File: config.mk
export PLATFORM = sky130hd
export DESIGN_NAME = multi_level_idle_timeout_table_top
export DESIGN_NICKNAME = d
export VERILOG_FILES = /design/src/rtl/mlit_pkg.sv /design/src/rtl/mlit_front.sv /design/src/rtl/mlit_outq.sv /design/src/rtl/mlit_back.sv /design/src/rtl/multi_level_idle_timeout_table_top.sv
export SDC_FILE = /design/constraint.sdc
export NUM_CORES = 2
export LEC_CHECK = 0
export ABC_AREA = 0
export CAP_MARGIN = 30
export CORE_AREA = 2 2 447 449
export DETAILED_ROUTE_END_ITERATION = 10
export DIE_AREA = 0 0 449 451
export DONT_BUFFER_PORTS = 1
export HOLD_SLACK_MARGIN = 0.15
export PLACE_DENSITY = 0.7
export SYNTH_ARGS = -nofsm -noshare
export SYNTH_HDL_FRONTEND = slang
export SYNTH_SLANG_ARGS = --single-unit
File: constraint.sdc
create_clock -name i_clk -period 10.25 [get_ports i_clk]
set_input_delay 1.5375 -clock i_clk [delete_from_list [all_inputs] [get_ports i_clk]]
set_output_delay 1.5375 -clock i_clk [all_outputs]
set_load 0.005 [all_outputs]
File: src/rtl/mlit_pkg.sv
package mlit_pkg;

    // table size default and field widths
    localparam int MLIT_ENTRIES = 32;
    localparam int ID_W         = 32;
    localparam int TIME_W       = 32;
    localparam int LIMIT_W      = 16;
    localparam int NUM_LEVELS   = 3;
    localparam int LEVEL_W      = 2;
    localparam int FUNC_W       = 3;
    localparam int CFG_IDX_W    = 2;

    // queue depths
    localparam int CMDQ_DEPTH   = 2;
    localparam int RESQ_DEPTH   = 4;

    localparam logic [TIME_W-1:0] TIME_MAX = '1;

    // input function codes
    localparam logic [FUNC_W-1:0] FUNC_ADD       = 3'd0;
    localparam logic [FUNC_W-1:0] FUNC_CONFIGURE = 3'd1;
    localparam logic [FUNC_W-1:0] FUNC_DESTROY   = 3'd2;
    localparam logic [FUNC_W-1:0] FUNC_FOCUS     = 3'd3;
    localparam logic [FUNC_W-1:0] FUNC_TICK      = 3'd4;

    // configuration register indexes
    localparam logic [CFG_IDX_W-1:0] CFG_LIMIT_L0 = 2'd0;
    localparam logic [CFG_IDX_W-1:0] CFG_LIMIT_L1 = 2'd1;
    localparam logic [CFG_IDX_W-1:0] CFG_LIMIT_L2 = 2'd2;

    typedef enum logic [2:0] {
        OP_NONE,
        OP_INSERT,
        OP_DESTROY,
        OP_FOCUS,
        OP_TICK
    } t_op;

    typedef struct packed {
        t_op             op;
        logic [ID_W-1:0] id;
    } t_cmd;

    typedef struct packed {
        logic [ID_W-1:0]    id;
        logic [LEVEL_W-1:0] level;
        logic               last;
        logic               overflowed;
    } t_result;

    typedef struct packed {
        logic [ID_W-1:0]       id;
        logic [TIME_W-1:0]     last_active;
        logic [NUM_LEVELS-1:0] done;
    } t_slot;

    typedef logic [NUM_LEVELS-1:0][LIMIT_W-1:0] t_limits;

    typedef enum logic [1:0] {
        BS_IDLE,
        BS_PRE,
        BS_SCAN,
        BS_POST
    } t_bstate;

endpackage

File: src/rtl/mlit_front.sv
module mlit_front (
    input  logic                        i_clk,
    input  logic                        i_rst_n,
    input  logic                        push,
    output logic                        full,
    input  logic [mlit_pkg::FUNC_W-1:0] i_func,
    input  logic [mlit_pkg::ID_W-1:0]   i_item_id,
    output logic                        o_cmd_valid,
    input  logic                        i_cmd_pop,
    output mlit_pkg::t_cmd              o_cmd
);
    import mlit_pkg::*;

    localparam int PTR_W = (CMDQ_DEPTH > 1) ? $clog2(CMDQ_DEPTH) : 1;
    localparam int CNT_W = $clog2(CMDQ_DEPTH + 1);
    localparam logic [PTR_W-1:0] LAST_PTR = PTR_W'(CMDQ_DEPTH - 1);

    t_cmd             r_q [CMDQ_DEPTH];
    logic [PTR_W-1:0] r_wp, r_rp, n_wp, n_rp;
    logic [CNT_W-1:0] r_cnt, n_cnt;
    t_op              op;
    logic             wr, rd;

    // classify: zero id on add, configure or destroy does nothing, unused codes dropped
    always_comb begin
        case (i_func)
            FUNC_ADD, FUNC_CONFIGURE: op = (i_item_id != '0) ? OP_INSERT : OP_NONE;
            FUNC_DESTROY:             op = (i_item_id != '0) ? OP_DESTROY : OP_NONE;
            FUNC_FOCUS:               op = OP_FOCUS;
            FUNC_TICK:                op = OP_TICK;
            default:                  op = OP_NONE;
        endcase
    end

    assign full        = (r_cnt == CNT_W'(CMDQ_DEPTH));
    assign o_cmd_valid = (r_cnt != '0);
    assign o_cmd       = r_q[r_rp];
    assign wr          = push && !full && (op != OP_NONE);
    assign rd          = i_cmd_pop && o_cmd_valid;

    always_comb begin
        n_wp  = r_wp;
        n_rp  = r_rp;
        n_cnt = r_cnt;
        if (wr) begin
            n_wp = (r_wp == LAST_PTR) ? '0 : r_wp + 1'b1;
        end
        if (rd) begin
            n_rp = (r_rp == LAST_PTR) ? '0 : r_rp + 1'b1;
        end
        if (wr && !rd) begin
            n_cnt = r_cnt + 1'b1;
        end else if (rd && !wr) begin
            n_cnt = r_cnt - 1'b1;
        end
    end

    always_ff @(posedge i_clk) begin
        if (!i_rst_n) begin
            r_wp  <= '0;
            r_rp  <= '0;
            r_cnt <= '0;
        end else begin
            r_wp  <= n_wp;
            r_rp  <= n_rp;
            r_cnt <= n_cnt;
        end
    end

    always_ff @(posedge i_clk) begin
        if (wr) begin
            r_q[r_wp] <= '{op: op, id: i_item_id};
        end
    end

endmodule

File: src/rtl/mlit_outq.sv
module mlit_outq (
    input  logic              i_clk,
    input  logic              i_rst_n,
    input  logic              i_push,
    input  mlit_pkg::t_result i_data,
    output logic              o_full,
    output logic              empty,
    input  logic              pop,
    output mlit_pkg::t_result o_data
);
    import mlit_pkg::*;

    localparam int PTR_W = (RESQ_DEPTH > 1) ? $clog2(RESQ_DEPTH) : 1;
    localparam int CNT_W = $clog2(RESQ_DEPTH + 1);
    localparam logic [PTR_W-1:0] LAST_PTR = PTR_W'(RESQ_DEPTH - 1);

    t_result          r_q [RESQ_DEPTH];
    logic [PTR_W-1:0] r_wp, r_rp, n_wp, n_rp;
    logic [CNT_W-1:0] r_cnt, n_cnt;
    logic             wr, rd;

    assign o_full = (r_cnt == CNT_W'(RESQ_DEPTH));
    assign empty  = (r_cnt == '0);
    assign o_data = r_q[r_rp];
    assign wr     = i_push && !o_full;
    assign rd     = pop && !empty;

    always_comb begin
        n_wp  = r_wp;
        n_rp  = r_rp;
        n_cnt = r_cnt;
        if (wr) begin
            n_wp = (r_wp == LAST_PTR) ? '0 : r_wp + 1'b1;
        end
        if (rd) begin
            n_rp = (r_rp == LAST_PTR) ? '0 : r_rp + 1'b1;
        end
        if (wr && !rd) begin
            n_cnt = r_cnt + 1'b1;
        end else if (rd && !wr) begin
            n_cnt = r_cnt - 1'b1;
        end
    end

    always_ff @(posedge i_clk) begin
        if (!i_rst_n) begin
            r_wp  <= '0;
            r_rp  <= '0;
            r_cnt <= '0;
        end else begin
            r_wp  <= n_wp;
            r_rp  <= n_rp;
            r_cnt <= n_cnt;
        end
    end

    always_ff @(posedge i_clk) begin
        if (wr) begin
            r_q[r_wp] <= i_data;
        end
    end

endmodule

File: src/rtl/mlit_back.sv
module mlit_back #(
    parameter int ENTRIES = mlit_pkg::MLIT_ENTRIES
) (
    input  logic              i_clk,
    input  logic              i_rst_n,
    input  logic              i_cmd_valid,
    output logic              o_cmd_pop,
    input  mlit_pkg::t_cmd    i_cmd,
    input  mlit_pkg::t_limits i_limits,
    input  logic              i_out_full,
    output logic              o_res_push,
    output mlit_pkg::t_result o_res
);
    import mlit_pkg::*;

    localparam int IDX_W = (ENTRIES > 1) ? $clog2(ENTRIES) : 1;
    localparam logic [IDX_W-1:0] LAST_IDX = IDX_W'(ENTRIES - 1);

    t_bstate             r_state, n_state;
    t_cmd                r_cmd, n_cmd;
    logic [IDX_W-1:0]    r_idx, n_idx;
    logic [ENTRIES-1:0]  r_valid, n_valid;
    logic [TIME_W-1:0]   r_now, n_now;
    logic [ID_W-1:0]     r_focus, n_focus;
    logic                r_ovf, n_ovf;
    logic                r_hit, n_hit;
    logic                r_free_v, n_free_v;
    logic [IDX_W-1:0]    r_free_idx, n_free_idx;
    logic                r_pend_v, n_pend_v;
    logic [ID_W-1:0]     r_pend_id, n_pend_id;
    logic [LEVEL_W-1:0]  r_pend_lvl, n_pend_lvl;

    // slot memory, one read and one write port, registered read
    t_slot               r_mem [ENTRIES];
    t_slot               r_rd;
    logic                mem_we;
    logic [IDX_W-1:0]    mem_wa;
    t_slot               mem_wd;
    logic [IDX_W-1:0]    rd_addr;

    logic [NUM_LEVELS-1:0] elapsed;
    logic                  sel_v;
    logic [LEVEL_W-1:0]    sel_lvl;
    logic                  go, slot_v, id_hit, foc_hit, last_slot;

    // idle check per level, 33-bit so the sum cannot wrap
    always_comb begin
        for (int l = 0; l < NUM_LEVELS; l++) begin
            elapsed[l] = (i_limits[l] != '0) &&
                (({1'b0, r_rd.last_active} + (TIME_W+1)'(i_limits[l])) <= {1'b0, r_now});
        end
    end

    // highest elapsed level is the only candidate
    always_comb begin
        sel_v   = 1'b0;
        sel_lvl = '0;
        for (int l = 0; l < NUM_LEVELS; l++) begin
            if (elapsed[l]) begin
                sel_v   = 1'b1;
                sel_lvl = LEVEL_W'(l);
            end
        end
    end

    assign go        = !i_out_full;
    assign slot_v    = r_valid[r_idx];
    assign id_hit    = slot_v && (r_rd.id == r_cmd.id);
    assign foc_hit   = slot_v && (r_rd.id == r_focus);
    assign last_slot = (r_idx == LAST_IDX);

    always_comb begin
        n_state    = r_state;
        n_cmd      = r_cmd;
        n_idx      = r_idx;
        n_valid    = r_valid;
        n_now      = r_now;
        n_focus    = r_focus;
        n_ovf      = r_ovf;
        n_hit      = r_hit;
        n_free_v   = r_free_v;
        n_free_idx = r_free_idx;
        n_pend_v   = r_pend_v;
        n_pend_id  = r_pend_id;
        n_pend_lvl = r_pend_lvl;
        o_cmd_pop  = 1'b0;
        mem_we     = 1'b0;
        mem_wa     = r_idx;
        mem_wd     = r_rd;
        rd_addr    = r_idx;
        o_res_push = 1'b0;
        o_res      = '{id: r_pend_id, level: r_pend_lvl, last: 1'b0, overflowed: r_ovf};

        case (r_state)
            BS_IDLE: begin
                if (i_cmd_valid) begin
                    o_cmd_pop = 1'b1;
                    n_cmd     = i_cmd;
                    n_state   = BS_PRE;
                    n_idx     = '0;
                    n_hit     = 1'b0;
                    n_free_v  = 1'b0;
                    n_pend_v  = 1'b0;
                    if (i_cmd.op == OP_TICK && r_now != TIME_MAX) begin
                        n_now = r_now + 1'b1;
                    end
                end
            end
            BS_PRE: begin
                rd_addr = '0;
                n_state = BS_SCAN;
            end
            BS_SCAN: begin
                if (go) begin
                    rd_addr = last_slot ? '0 : r_idx + 1'b1;
                    n_idx   = rd_addr;
                    if (last_slot) begin
                        n_state = BS_POST;
                    end
                    if (!slot_v && !r_free_v) begin
                        n_free_v   = 1'b1;
                        n_free_idx = r_idx;
                    end
                    case (r_cmd.op)
                        OP_INSERT: begin
                            if (id_hit) begin
                                n_hit = 1'b1;
                            end
                        end
                        OP_DESTROY: begin
                            if (id_hit) begin
                                n_valid[r_idx] = 1'b0;
                            end
                        end
                        OP_FOCUS: begin
                            if (id_hit) begin
                                n_hit = 1'b1;
                            end
                            if (id_hit || foc_hit) begin
                                mem_we = 1'b1;
                                mem_wd = '{id: r_rd.id, last_active: r_now, done: '0};
                            end
                        end
                        OP_TICK: begin
                            if (foc_hit) begin
                                mem_we             = 1'b1;
                                mem_wd.last_active = r_now;
                            end else if (slot_v && sel_v && !r_rd.done[sel_lvl]) begin
                                mem_we              = 1'b1;
                                mem_wd.done[sel_lvl] = 1'b1;
                                o_res_push          = r_pend_v;
                                n_pend_v            = 1'b1;
                                n_pend_id           = r_rd.id;
                                n_pend_lvl          = sel_lvl;
                            end
                        end
                        default: ;
                    endcase
                end
            end
            BS_POST: begin
                case (r_cmd.op)
                    OP_INSERT, OP_FOCUS: begin
                        if (r_cmd.id != '0 && !r_hit) begin
                            if (r_free_v) begin
                                mem_we              = 1'b1;
                                mem_wa              = r_free_idx;
                                mem_wd              = '{id: r_cmd.id, last_active: r_now,
                                                        done: '0};
                                n_valid[r_free_idx] = 1'b1;
                            end else begin
                                n_ovf = 1'b1;
                            end
                        end
                    end
                    default: ;
                endcase
                if (r_cmd.op == OP_FOCUS) begin
                    n_focus = r_cmd.id;
                end
                if (r_cmd.op == OP_TICK && r_pend_v) begin
                    if (go) begin
                        o_res_push = 1'b1;
                        o_res.last = 1'b1;
                        n_pend_v   = 1'b0;
                        n_state    = BS_IDLE;
                    end
                end else begin
                    n_state = BS_IDLE;
                end
            end
            default: n_state = BS_IDLE;
        endcase
    end

    always_ff @(posedge i_clk) begin
        if (!i_rst_n) begin
            r_state  <= BS_IDLE;
            r_idx    <= '0;
            r_valid  <= '0;
            r_now    <= '0;
            r_focus  <= '0;
            r_ovf    <= 1'b0;
            r_hit    <= 1'b0;
            r_free_v <= 1'b0;
            r_pend_v <= 1'b0;
        end else begin
            r_state  <= n_state;
            r_idx    <= n_idx;
            r_valid  <= n_valid;
            r_now    <= n_now;
            r_focus  <= n_focus;
            r_ovf    <= n_ovf;
            r_hit    <= n_hit;
            r_free_v <= n_free_v;
            r_pend_v <= n_pend_v;
        end
    end

    always_ff @(posedge i_clk) begin
        r_cmd      <= n_cmd;
        r_free_idx <= n_free_idx;
        r_pend_id  <= n_pend_id;
        r_pend_lvl <= n_pend_lvl;
    end

    always_ff @(posedge i_clk) begin
        if (mem_we) begin
            r_mem[mem_wa] <= mem_wd;
        end
        r_rd <= r_mem[rd_addr];
    end

    a_scan_range: assert property (@(posedge i_clk) disable iff (!i_rst_n)
        (r_state == BS_SCAN) |-> (r_idx <= LAST_IDX))
        else $error("slot scan index beyond table");

    a_push_room: assert property (@(posedge i_clk) disable iff (!i_rst_n)
        o_res_push |-> !i_out_full)
        else $error("result pushed into full result queue");

    a_now_mono: assert property (@(posedge i_clk) disable iff (!i_rst_n)
        $past(i_rst_n) |-> (r_now >= $past(r_now)))
        else $error("time counter went backwards");

    a_pend_tick: assert property (@(posedge i_clk) disable iff (!i_rst_n)
        r_pend_v |-> (r_cmd.op == OP_TICK))
        else $error("held result outside a tick");

endmodule

File: src/rtl/multi_level_idle_timeout_table_top.sv
// idle-timeout table with three action levels
//
// input channel: push / full with i_func and i_item_id; a beat is taken when
// push is high and full is low. add and configure insert an id, destroy
// removes it, focus moves the focus, tick advances time and scans the table
// result channel: empty / pop; the oldest action sits on o_acted_id,
// o_action_level, o_last_of_tick and o_table_overflowed while empty is low
// config channel: i_cfg_valid / o_cfg_ready (always ready), i_cfg_index
// picks the level 0, 1 or 2 idle limit, other indexes are ignored
// timing: a front stage decodes beats into a two-entry command queue; the
// back end walks every slot of the table memory for each command, whatever
// its kind, one slot per cycle while the result queue has room.
// the slot walk is what sets the rate; the front keeps taking beats until
// its command queue fills
// a tick holds each action until the next one is found; the last one goes
// out at the end of the walk with o_last_of_tick set
// a stalled receiver fills the four-entry result queue; the walk then holds
// on its current slot until room opens, no action is lost
// reset empties both queues, clears all slots, the time counter, the focus,
// the overflow flag and the three limits; no clearing pass is needed
module multi_level_idle_timeout_table_top #(
    parameter int ENTRIES = mlit_pkg::MLIT_ENTRIES
) (
    input  logic                           i_clk,
    input  logic                           i_rst_n,
    // command beats
    input  logic                           push,
    output logic                           full,
    input  logic [mlit_pkg::FUNC_W-1:0]    i_func,
    input  logic [mlit_pkg::ID_W-1:0]      i_item_id,
    // action beats
    output logic                           empty,
    input  logic                           pop,
    output logic [mlit_pkg::ID_W-1:0]      o_acted_id,
    output logic [mlit_pkg::LEVEL_W-1:0]   o_action_level,
    output logic                           o_last_of_tick,
    output logic                           o_table_overflowed,
    // config writes
    input  logic                           i_cfg_valid,
    output logic                           o_cfg_ready,
    input  logic [mlit_pkg::CFG_IDX_W-1:0] i_cfg_index,
    input  logic [mlit_pkg::LIMIT_W-1:0]   i_cfg_data
);
    import mlit_pkg::*;

    t_limits r_limits;
    t_cmd    cmd;
    logic    cmd_valid, cmd_pop;
    t_result res, res_out;
    logic    res_push, res_full;

    // unchecked user rule: limits change only while the table is quiet; no stall
    assign o_cfg_ready = 1'b1;

    always_ff @(posedge i_clk) begin
        if (!i_rst_n) begin
            r_limits <= '0;
        end else if (i_cfg_valid && o_cfg_ready) begin
            case (i_cfg_index)
                CFG_LIMIT_L0: r_limits[0] <= i_cfg_data;
                CFG_LIMIT_L1: r_limits[1] <= i_cfg_data;
                CFG_LIMIT_L2: r_limits[2] <= i_cfg_data;
                default: ;
            endcase
        end
    end

    // front: decode and queue commands
    mlit_front u_front (
        .i_clk       (i_clk),
        .i_rst_n     (i_rst_n),
        .push        (push),
        .full        (full),
        .i_func      (i_func),
        .i_item_id   (i_item_id),
        .o_cmd_valid (cmd_valid),
        .i_cmd_pop   (cmd_pop),
        .o_cmd       (cmd)
    );

    // back: slot walk over the table memory
    mlit_back #(
        .ENTRIES (ENTRIES)
    ) u_back (
        .i_clk       (i_clk),
        .i_rst_n     (i_rst_n),
        .i_cmd_valid (cmd_valid),
        .o_cmd_pop   (cmd_pop),
        .i_cmd       (cmd),
        .i_limits    (r_limits),
        .i_out_full  (res_full),
        .o_res_push  (res_push),
        .o_res       (res)
    );

    // result queue toward the receiver
    mlit_outq u_outq (
        .i_clk   (i_clk),
        .i_rst_n (i_rst_n),
        .i_push  (res_push),
        .i_data  (res),
        .o_full  (res_full),
        .empty   (empty),
        .pop     (pop),
        .o_data  (res_out)
    );

    assign o_acted_id         = res_out.id;
    assign o_action_level     = res_out.level;
    assign o_last_of_tick     = res_out.last;
    assign o_table_overflowed = res_out.overflowed;

endmodule

==> summary.md <==
| Metric | Value |
|---|---|
| Gr usage total | 26.92% |
| Fin nets | 6532 |
| Maximum vdd drop | roughly 0.19 mV |
| Comb power frac | 13.9% |
| Required @ worst endpoint | 10770 ps |
| Vias per cell | between 6 and 7 |
| Antenna Violating Nets Remaining | 0 |
| Fin crit period | 7492 ps |
| Total congestion overflow | 0 |
| PwrDens | 215.9 nW/um^2 |
| Final Cycle Share | 73.10% |
| First-pass GRT wire length | 399100 um |
| Pin count of the biggest net entering global routing | 171 |
| Drt pass-1 iters | 6 |
| HPWL after detailed placement | 169000 um |
| Wire per inst | between 20 and 30 um |
| Share of layout cells above drive strength 1 | 19.78% |
| NetSw | around 6.6 mW |
| Total power | roughly 26 mW |
| Clock buffer depth | 4 |
| Post-synth EDFFs | 2432 |
| GP Congestion | 0.9085 |
| Vias in the first global route | 57653 |
| Top cells by area, synth | edfxtp_1, mux4_2, dfxtp_1 |
| Post_cts resized | 0 |
| DRC | 0 |
| Hold Buf Count CTS | 0 |
| Top Family by Delay on Critical Path | compound AO/OA/AOI/OAI gates |
| Commonest cells after routing, fill and taps aside | edfxtp_1, nand2_1, mux4_2, clkbuf_16, dfxtp_1 |
| Most frequent CP cell | buf_4 |
| Sequential element share of the synthesized area | 71.94% |
| Die Span Y | 451 um |
| Die area | about 200000 sq um |
| Initial core utilization | 54.53% |
| IO Port Bufs | 0 |
| H-tree Lvls | 5 |
| Skew final | about 79 ps |
| CTS root buf | clkbuf_16 |
| Max Fclk | between 100 and 150 MHz |
| WL final | 273100 um |
| Yosys cell types | 80 |
| Flop2flop setup slack | 2760 ps |
| Final Setup Violations | 0 |
| Slew at the pin closest to its max-slew limit | 1145 ps |
| Clk_lat worst skew | 940 ps |
| Avg Cell Area, Syn | 17.60 sq um |
| CP Max Fanout | 36 |
| Startpoint Class | flip-flop |
| Starting DRC count in detailed routing | just under 8000 |
| Status | complete, no violations |
| Synth Cell Area | 108100 sq um |
| Crit-path slowest cell | buf_4 |
| Slew Viols, Final | 0 |
| Max_cap viols | 0 |
| Setup Fix Bufs, Post-CTS | 0 |
| RSZ-0062 raised after global routing | no |
| Synthesized flop and latch total | ~2700 |
| Leakage power of the design | 38.95 nW |
| CTS tree | yes |
| Int Power | 19.64 mW |
| Nature of the critical path endpoint | flip-flop |
| Hold WC Path Type | reg -> reg |
| Sequential power share | 49.2% |
| Clock Power Share | a little under two fifths |
| Initial antenna violation count | 19 |
| Top cell type's share of synthesized area | 67.56% |
| Syn Inst Count | 6140 |
| Die width | 449 um |
| Via Count | 58811 |
| Rows | 164 |
| Final hold vios | 0 |
| Yosys top cell by area | edfxtp_1 |
| Net switching fraction of the power | 25.07% |
| CTS clk-pin slew, worst paths | 70 ps |
| Max_slew headroom | 23.65% |
| Setup CP Type | reg -> reg |
| TritonCTS buffer count | between 200 and 300 |
| Top FF cell, synth | edfxtp_1 |
| Buf+Inv Stages, Crit Path | 3 |
| Slowest Stage Delay on Critical Path | 580 ps |
| Ports | 97 |
| Commonest non-fill, non-tap cell in the layout | edfxtp_1 |
| Sum Neg Setup Slack | 0 ps |
| Warnings from Yosys | 0 |
| Clock sinks | 2668 |
| Core ar. | between 150000 and 200000 sq um |
| Critical path arrival | approximately 8000 ps |
| Syn_nets | 6364 |
| Fillers | 13884 |
| Ys async rst share | 0% |
| Area Growth Syn to Fin | 12.34% |
==> worst reg2reg max path: stages, from the launching register on <==
cell and delay, ps:
dfxtp_1 490, ha_1 290, a21o_1 180, a21oi_1 280, o21ai_0 210, a311o_1 340
a21oi_1 320, o21ai_0 240, a31oi_1 310, o21bai_1 250, nand3_1 180, xnor2_1 140
ha_1 270, and2_1 190, a221o_1 360, nor4_1 220, nand4_1 120, a41oi_1 270
o311ai_0 190, o31ai_1 150, o21ba_4 240, a31oi_4 90, buf_4 310, nor2_4 200
buf_4 580, buf_4 580
==> cell usage after synthesis (all sizes together), types with 4 or more instances <==
| master | count |
|---|---|
| o21a | 5 |
| nand3b | 4 |
| a32oi | 67 |
| mux4 | 580 |
| a22o | 38 |
| o211ai | 9 |
| nor2 | 172 |
| and3 | 86 |
| ha | 162 |
| o221ai | 15 |
| nand2b | 15 |
| xor2 | 38 |
| edfxtp | 2432 |
| clkbuf | 164 |
| buf | 146 |
| xnor2 | 151 |
| nor3b | 9 |
| nand3 | 178 |
| and2 | 52 |
| nand2 | 717 |
| inv | 90 |
| nand4 | 59 |
| o21ai | 117 |
| mux2 | 34 |
| and4 | 6 |
| nor4 | 45 |
| a21boi | 107 |
| a22oi | 29 |
| mux2i | 74 |
| or3 | 5 |
| a31oi | 17 |
| a21o | 33 |
| fa | 4 |
| nor2b | 25 |
| dfxtp | 236 |
| o22ai | 7 |
| o31ai | 10 |
| nor3 | 28 |
| a21oi | 122 |
| o21bai | 11 |
| a221oi | 4 |
| a41oi | 4 |
==> layout make-up <==
type / count / area, sq um / area share (%)
sequential: 2668 / 77760 / 64.04
timing repair buffer: 193 / 1988 / 1.637
inverter: 91 / 341.6 / 0.2813
multi-input combinational: 3071 / 29370 / 24.19
tap: 2656 / 3323 / 2.737
clock buffer: 364 / 7677 / 6.323
clock inverter: 120 / 957.2 / 0.7883
antenna: 4 / 10.01 / 0.008244
==> stage by stage <==
step | utilization [%] | std cells | hold WS (ps) | cell area [sq um] | worst slack [ps]
4_1_cts | 61.13 | 9152 | 476.1 | 121200 | 2674
3_3_place_gp | 56.58 | 8648 | 456.7 | 112200 | 2542
6_report | 61.26 | 9167 | 475.6 | 121400 | 2758
3_5_place_dp | 56.78 | 8668 | 468.3 | 112500 | 2791
5_1_grt | 61.25 | 9163 | 494.4 | 121400 | 2305
2_1_floorplan | - | 6140 | 446.2 | 108100 | 2391
==> per-layer routing <==
metal,global-route usage (%),up-vias,wire length [um]
met5,0,-,27
met4,6.987,4,6582
met3,6.433,398,29690
met2,40.28,3048,124600
met1,40.13,30683,112100
li1,-,24678,-
==> registers in the layout, indices dropped and copies added, names as in the netlist, 3 cells and up, named ones only <==
register	count
u_outq.r_cnt	3
u_back.r_cmd	35
u_back.r_mem	2144
u_outq.r_q	144
u_back.r_rd	67
r_limits	48
u_back.r_valid	32
u_back.r_free_idx	5
u_front.r_q	70
u_back.r_focus	32
u_back.r_idx	5
u_back.r_pend_id	32
u_back.r_now	32
==> final timing paths <==
check	from	cells past startpoint	end
worst min-delay path	u_back.r_focus[5]$_SDFFE_PN0P_	2	u_back.r_focus[5]$_SDFFE_PN0P_
worst min register to register	u_back.r_focus[5]$_SDFFE_PN0P_	2	u_back.r_focus[5]$_SDFFE_PN0P_
worst max-delay path	u_back.r_rd[4]$_DFF_P_	25	u_back.r_mem[16][12]$_DFFE_PP_
worst max register to register	u_back.r_rd[4]$_DFF_P_	25	u_back.r_mem[16][12]$_DFFE_PP_
==> kinds of logic after synthesis <==
logic type	after synthesis	share of synthesized area, %
and+or+nand+nor	1411	5.965
buffers and inverters	401	1.559
adders and majority gates	166	1.949
other	1	0.003469
DFF	2668	71.94
AOI/OAI and AO/OA	616	3.931
muxes	688	13.12
xor gates and xnor gates	189	1.531
==> power by group through the flow <==
stage	Clock [mW]	Sequential (mW)	Combinational, mW
5_1_grt	10.2	12.9	3.90
2_1_floorplan	0	13.0	2.27
3_3_place_gp	0	13.1	3.45
3_5_place_dp	0	13.1	3.60
4_1_cts	9.80	12.9	3.61
6_report	9.68	12.9	3.64
(Power assumes the default switching activity.)
